### config.mk
export PLATFORM = sky130hd
export DESIGN_NAME = layer_alpha_over_compositor
export DESIGN_NICKNAME = d
export VERILOG_FILES = /design/src/hdl/lao_pkg.sv /design/src/hdl/lao_div.sv /design/src/hdl/layer_alpha_over_compositor.sv
export SDC_FILE = /design/constraint.sdc
export NUM_CORES = 1
export LEC_CHECK = 0
export ABC_CLOCK_PERIOD_IN_PS = 10490
export BUFFER_PORTS_ARGS = -buffer_cell sky130_fd_sc_hd__buf_2
export CAP_MARGIN = 0
export CORE_UTILIZATION = 64
export CTS_CLUSTER_DIAMETER = 50
export DETAILED_ROUTE_END_ITERATION = 10
export PLACE_DENSITY = 0.82
export SYNTH_ARGS = -nofsm -noshare
export SYNTH_HDL_FRONTEND = slang
export SYNTH_HIERARCHICAL = 1
export SYNTH_SLANG_ARGS = --single-unit
### constraint.sdc
create_clock -name i_clk -period 10.49 [get_ports i_clk]
set_input_delay 1.5735 -clock i_clk [delete_from_list [all_inputs] [get_ports i_clk]]
set_output_delay 1.5735 -clock i_clk [all_outputs]
set_load 0.02 [all_outputs]
### src/hdl/lao_pkg.sv
// ----------------------------------------------------------------------------
// lao_pkg
// Shared widths and constants for the layer alpha-over compositor.
// ----------------------------------------------------------------------------
package lao_pkg;

    // channel width and full-scale channel value
    localparam int unsigned CH_W   = 8;
    localparam logic [7:0]  CH_MAX = 8'hFF;

    // packed pixel width (four channels)
    localparam int unsigned PIX_W = 4 * CH_W;

    // blend denominator: 255*sa + da*(255-sa) <= 65025
    localparam int unsigned DEN_W = 2 * CH_W;

    // blend numerator: at most 255 times the denominator
    localparam int unsigned NUM_W = 3 * CH_W;

    // quotient width, a channel value
    localparam int unsigned QUO_W = CH_W;

    // divider iteration counter width
    localparam int unsigned CNT_W = $clog2(QUO_W);

endpackage

### src/hdl/lao_div.sv
// ----------------------------------------------------------------------------
// lao_div
// Restoring divider, one quotient bit per cycle. The quotient is known to fit
// in one channel, so the denominator starts aligned to the top quotient bit.
// ----------------------------------------------------------------------------
module lao_div (
    input  logic                      i_clk,
    input  logic                      i_rst_n,
    input  logic                      i_start,
    input  logic [lao_pkg::NUM_W-1:0] i_num,
    input  logic [lao_pkg::DEN_W-1:0] i_den,
    output logic                      o_done,
    output logic [lao_pkg::QUO_W-1:0] o_quot
);
    import lao_pkg::*;

    localparam int unsigned DSH_W = DEN_W + QUO_W - 1;

    logic             r_busy;
    logic             r_done;
    logic [CNT_W-1:0] r_cnt;
    logic [NUM_W-1:0] r_rem;
    logic [DSH_W-1:0] r_dsh;
    logic [QUO_W-1:0] r_quot;

    logic [NUM_W-1:0] n_diff;
    logic             n_ge;

    // trial subtract of the shifted denominator
    always_comb begin
        n_ge   = r_rem >= NUM_W'(r_dsh);
        n_diff = r_rem - NUM_W'(r_dsh);
    end

    // control
    always_ff @(posedge i_clk) begin
        if (!i_rst_n) begin
            r_busy <= 1'b0;
            r_done <= 1'b0;
            r_cnt  <= '0;
        end else begin
            r_done <= 1'b0;
            if (i_start) begin
                r_busy <= 1'b1;
                r_cnt  <= CNT_W'(QUO_W - 1);
            end else if (r_busy) begin
                r_cnt <= r_cnt - 1'b1;
                if (r_cnt == '0) begin
                    r_busy <= 1'b0;
                    r_done <= 1'b1;
                end
            end
        end
    end

    // datapath
    always_ff @(posedge i_clk) begin
        if (i_start) begin
            r_rem  <= i_num;
            r_dsh  <= {i_den, {(QUO_W-1){1'b0}}};
            r_quot <= '0;
        end else if (r_busy) begin
            if (n_ge) begin
                r_rem <= n_diff;
            end
            r_quot <= {r_quot[QUO_W-2:0], n_ge};
            r_dsh  <= r_dsh >> 1;
        end
    end

    assign o_done = r_done;
    assign o_quot = r_quot;

endmodule

### src/hdl/layer_alpha_over_compositor.sv
// ----------------------------------------------------------------------------
// layer_alpha_over_compositor
// Porter-Duff source-over of straight-alpha RGBA8 layers, bottom layer first.
//
// Usage:
//   Input channel (i_valid / o_ready) takes one layer word: packed pixel
//   (red in 31:24, alpha in 7:0), visible flag, first and last marks. A first
//   word restarts the composite from transparent zero; invisible layers leave
//   it as is. A last word emits one result word on the output channel
//   (o_valid / i_ready): composite pixel plus a covered flag (alpha nonzero).
//   One word at a time: o_ready is high only in the idle state. A visible
//   layer steps through the accepting state, a setup state for the
//   denominator and alpha, then per color channel a multiply state and a
//   wait on the shared bit-serial divider (eight steps), and a finishing
//   state. Zero source and running alpha skip the channels; an invisible
//   layer goes straight from the accepting state to the finishing state.
//   Reset clears the composite to transparent and empties the output
//   register. A result waits in the output register while the receiver
//   stalls; the block keeps taking layers, and stops only when the next
//   result is ready and the output register is still full.
// ----------------------------------------------------------------------------
module layer_alpha_over_compositor (
    input  logic                      i_clk,
    input  logic                      i_rst_n,
    input  logic                      i_valid,
    output logic                      o_ready,
    input  logic [lao_pkg::PIX_W-1:0] i_layer_pixel,
    input  logic                      i_layer_visible,
    input  logic                      i_first_layer,
    input  logic                      i_last_layer,
    output logic                      o_valid,
    input  logic                      i_ready,
    output logic [lao_pkg::PIX_W-1:0] o_composite_pixel,
    output logic                      o_covered
);
    import lao_pkg::*;

    localparam logic [2:0] S_IDLE = 3'd0;
    localparam logic [2:0] S_PREP = 3'd1;
    localparam logic [2:0] S_MUL  = 3'd2;
    localparam logic [2:0] S_WAIT = 3'd3;
    localparam logic [2:0] S_FIN  = 3'd4;

    localparam logic [1:0] CH_FIRST = 2'd1;
    localparam logic [1:0] CH_LAST  = 2'd3;

    logic [2:0]       r_state;
    logic [PIX_W-1:0] r_src;
    logic [PIX_W-1:0] r_dst;
    logic [PIX_W-1:0] r_res;
    logic [PIX_W-1:0] r_run;
    logic             r_last;
    logic [DEN_W-1:0] r_dweight;
    logic [DEN_W-1:0] r_den;
    logic [1:0]       r_ch;
    logic             r_out_valid;
    logic [PIX_W-1:0] r_out_pixel;
    logic             r_out_covered;

    logic [CH_W-1:0]  n_sa;
    logic [CH_W-1:0]  n_da;
    logic [CH_W-1:0]  n_sc;
    logic [CH_W-1:0]  n_dc;
    logic [DEN_W-1:0] n_dweight;
    logic [DEN_W-1:0] n_den;
    logic [DEN_W:0]   n_alpha_sum;
    logic [DEN_W-1:0] n_ss;
    logic [NUM_W-1:0] n_num;
    logic [PIX_W-1:0] n_start_dst;
    logic             n_out_free;
    logic             div_start;
    logic             div_done;
    logic [QUO_W-1:0] div_quot;

    // channel and alpha selection
    always_comb begin
        n_sa = r_src[CH_W-1:0];
        n_da = r_dst[CH_W-1:0];
        n_sc = r_src[{r_ch, 3'b000} +: CH_W];
        n_dc = r_dst[{r_ch, 3'b000} +: CH_W];
    end

    // denominator: 255*sa + da*(255-sa), alpha = floor(den/255)
    always_comb begin
        n_dweight   = DEN_W'({8'b0, n_da} * {8'b0, CH_MAX - n_sa});
        n_den       = ({n_sa, 8'b0} - {8'b0, n_sa}) + n_dweight;
        n_alpha_sum = {1'b0, n_den} + {9'b0, n_den[DEN_W-1:CH_W]} + 17'd1;
    end

    // numerator: 255*sc*sa + dc*dweight
    always_comb begin
        n_ss  = DEN_W'({8'b0, n_sc} * {8'b0, n_sa});
        n_num = ({n_ss, 8'b0} - {8'b0, n_ss})
              + NUM_W'({16'b0, n_dc} * {8'b0, r_dweight});
    end

    assign n_start_dst = i_first_layer ? '0 : r_run;
    assign n_out_free  = !r_out_valid || i_ready;
    assign div_start   = (r_state == S_MUL);

    // shared divider
    lao_div u_div (
        .i_clk   (i_clk),
        .i_rst_n (i_rst_n),
        .i_start (div_start),
        .i_num   (n_num),
        .i_den   (r_den),
        .o_done  (div_done),
        .o_quot  (div_quot)
    );

    // sequencer
    always_ff @(posedge i_clk) begin
        if (!i_rst_n) begin
            r_state     <= S_IDLE;
            r_run       <= '0;
            r_out_valid <= 1'b0;
        end else begin
            if (r_out_valid && i_ready) begin
                r_out_valid <= 1'b0;
            end
            unique case (r_state)
                S_IDLE: begin
                    if (i_valid) begin
                        r_state <= i_layer_visible ? S_PREP : S_FIN;
                    end
                end
                S_PREP: begin
                    r_state <= (n_den == '0) ? S_FIN : S_MUL;
                end
                S_MUL: begin
                    r_state <= S_WAIT;
                end
                S_WAIT: begin
                    if (div_done) begin
                        r_state <= (r_ch == CH_LAST) ? S_FIN : S_MUL;
                    end
                end
                S_FIN: begin
                    if (!r_last) begin
                        r_run   <= r_res;
                        r_state <= S_IDLE;
                    end else if (n_out_free) begin
                        r_run       <= '0;
                        r_out_valid <= 1'b1;
                        r_state     <= S_IDLE;
                    end
                end
                default: begin
                    r_state <= S_IDLE;
                end
            endcase
        end
    end

    // datapath registers
    always_ff @(posedge i_clk) begin
        case (r_state)
            S_IDLE: begin
                if (i_valid) begin
                    r_src  <= i_layer_pixel;
                    r_dst  <= n_start_dst;
                    r_res  <= n_start_dst;
                    r_last <= i_last_layer;
                end
            end
            S_PREP: begin
                r_dweight <= n_dweight;
                r_den     <= n_den;
                r_ch      <= CH_FIRST;
                if (n_den == '0) begin
                    r_res <= '0;
                end else begin
                    r_res[CH_W-1:0] <= n_alpha_sum[2*CH_W-1:CH_W];
                end
            end
            S_WAIT: begin
                if (div_done) begin
                    r_res[{r_ch, 3'b000} +: CH_W] <= div_quot;
                    r_ch <= r_ch + 1'b1;
                end
            end
            S_FIN: begin
                if (r_last && n_out_free) begin
                    r_out_pixel   <= r_res;
                    r_out_covered <= (r_res[CH_W-1:0] != '0);
                end
            end
            default: begin
            end
        endcase
    end

    assign o_ready           = (r_state == S_IDLE);
    assign o_valid           = r_out_valid;
    assign o_composite_pixel = r_out_pixel;
    assign o_covered         = r_out_covered;

endmodule
==> out/results.tsv <==
metric	value	unit
status	finished clean	
post-synthesis sequential area ratio	32.8	%
Core ar.	33800	um2
Overflow after GRT	0	
initial antenna violation count	1	
r2r setup slk	470	ps
WL final	53.6	mm
gp weighted congestion	0.923	
Core Rows	67	
DP Wirelength	40.1	mm
Via Count	16199	
asr flop ratio synth	0	%
Fill cells	2435	
vias in the first global route	16668	
Worst EP required	10810	ps
top cells by area, synth	edfxtp_1, fa_1, ha_1, inv_1, dfxtp_1	
Residual DRC	0	
CTS Sinks	260	
number of placed I/O pins	74	
design area	24000	um2
Max Slew Vio Count	0	
area leader, netlist	edfxtp_1	
share of Yosys cell area claimed by the top area cell type	27.7	%
gr usage total	30.8	%
Syn Area/Cell	10.1	um2
Layout area overhead	8.36	%
Die ar.	35300	um2
Worst-Margin Slew	1230	ps
prevailing post-synth register cell	edfxtp_1	
Synth cell types	89	
CP endpoint	u_div/r_rem[21]	
nets@finish	2665	
syn nets	2610	
H-Tree Depth	1	
DRT iter0 DRCs	1336	
CTS tree	done	
Setup Skew	38.6	ps
CP Data Arrival Time	10350	ps
Cell Area, Synth	22100	um2
maximum number of pins on one net before global-route repair	88	
share of layout cells above drive strength 1	8.51	%
Reg2Reg Capture Point	u_div/r_rem[21]	
met1 usage	40.3	%
fmax	0.0998	GHz
Final ANT Viol Nets	0	
crit path from	r_ch[0]	
critical path fanouts, max	9	
YS warnings	6	
Post-synth top cells	inv_1, nand2_1, edfxtp_1	
Worst path slowest cell	mux4_2	
CP most frequent cell	fa_1	
dpl cell area	23000	um2
maxcap violations	0	
Tmin final	10020	ps
Critical Path Max Stage Delay	610	ps
via/cell ratio	5.96	
grt met2 use	52.5	%
Critical R2R Launch	r_ch[0]	
maximum clock path buffer count	3	
EDFF count, synth	204	
Critical Path Sink Type	register	
Syn Inst Count	2189	
setup TNS	0	ps
HP Class	register to register	
final hold viol count	0	
first-pass GRT wire length	86.0	mm
Starting Density	65.5	%
FF+latch count, synth	260	
most common cell in the netlist	inv_1	
Worst-Skew Late Latency	600	ps
R2R depth	32	
Max-slew headroom	18.0	%
Die Ht	188	um
cts bufs inserted	30	
most used routing layer	met2	
clk slew on worst S/H paths	60	ps
GR Util met3	4.64	%
Final Util	71.0	%
setup bufs post-CTS	0	
Setup WS pre-CTS	445	ps
WL/cell	19.7	um
Die Wd	188	um
root buf cell	clkbuf_16	
critical path class	register to register	
Port Buf Inserts	73	
drt pass-1 iters	7	
post-layout worst setup margin	466	ps
fin crit share	95.6	%
kind of start point of the critical path	register	
# setup viols final	0	
-- metal layers --
metal | wire (um) | up-vias
met5 | 13 | -
met2 | 26100 | 641
li1 | - | 7488
met1 | 21900 | 7936
met4 | 1850 | 2
met3 | 3710 | 132
-- layout make-up --
class	count	area [um2]	area share, %
well taps	448	561	2.34
multi-input cells	1530	13400	55.9
clock buffers	41	822	3.43
repair buffers	95	531	2.21
inverters	327	1230	5.12
clock inverters	15	186	0.778
flip-flops and latches	260	7250	30.2
diodes	1	2.50	0.0104
-- sequential cells by signal, summed over array words and instances (netlist names) --
name	count
o_composite_pixel	32
o_covered	1
o_valid	1
r_ch	2
r_den	16
r_dst	32
r_dweight	16
r_last	1
r_res	32
r_run	32
r_src	32
r_state	3
u_div/o_done	1
u_div/o_quot	8
u_div/r_busy	1
u_div/r_cnt	3
u_div/r_dsh	23
u_div/r_rem	24
-- cell families (layout without fill, tap and decap cells) --
logic type / count (synthesis) / count (layout) / share of synthesized area, %
AOI/OAI and AO/OA: 384 / 384 / 11.7
other: 0 / 1 / 0
buffers and inverters: 399 / 478 / 6.82
adders and majority gates: 382 / 382 / 27.9
muxes: 31 / 31 / 2.31
xor gates and xnor gates: 69 / 69 / 2.88
and+or+nand+nor: 664 / 664 / 15.6
DFF: 260 / 260 / 32.8
-- metrics by stage --
stage	std cells	hold slack, ps
after CTS	2716	480
final	2717	481
after global routing	2716	487
after global placement	2660	459
after detailed placement	2660	463
after floorplan	2189	442
-- cell usage in the layout, fill, tap and decap left out, types with 8 or more instances in the layout --
cell and count:
inv_1 326, nand2_1 221, edfxtp_1 204, ha_1 195
fa_1 187, nor2b_1 137, and2_1 123, a21oi_1 92
o21ai_0 86, buf_2 73, nor2_1 68, dfxtp_1 56
xnor2_1 42, a22oi_1 34, clkbuf_16 30, xor2_1 24
nor3_1 23, buf_4 22, a21o_1 20, nand3_1 20
o21a_1 18, mux4_2 16, mux2i_1 14, o31ai_1 13
a211oi_1 12, and3_1 12, a31oi_1 11, o211ai_1 11
nand2b_1 11, a21boi_0 9, a22o_1 9, o21bai_1 8
clkbuf_1 8
-- how the worst min path moves through the flow --
stage | start | end | slack (ps) | cells after the start
after floorplan | r_res[10] | o_composite_pixel[10] | 440 | 0
after global placement | r_res[22] | o_composite_pixel[22] | 460 | 0
after detailed placement | r_res[18] | o_composite_pixel[18] | 460 | 0
after CTS | r_res[18] | o_composite_pixel[18] | 480 | 0
after global routing | r_res[17] | o_composite_pixel[17] | 490 | 0
final | r_res[17] | o_composite_pixel[17] | 480 | 0
-- what timing repair did --
action,in CTS,in global routing
resized for setup,0,3
setup endpoints to repair,0,2
hold buffers,0,0
-- worst max-delay path, delay by kind of cell (launching register included) --
family / cells / cell delay, ps
AO/OA/AOI/OAI: 8 / 2040
adder cells (fa/ha/maj): 11 / 4900
buffers and inverters: 5 / 420
multiplexers: 1 / 610
AND/OR/NAND/NOR: 5 / 780
XOR/XNOR: 2 / 640
flip-flops: 1 / 350
Power is left out: the tool's default activity adds up to more than one toggle a clock period on the data nets, which glitch-free logic cannot reach.
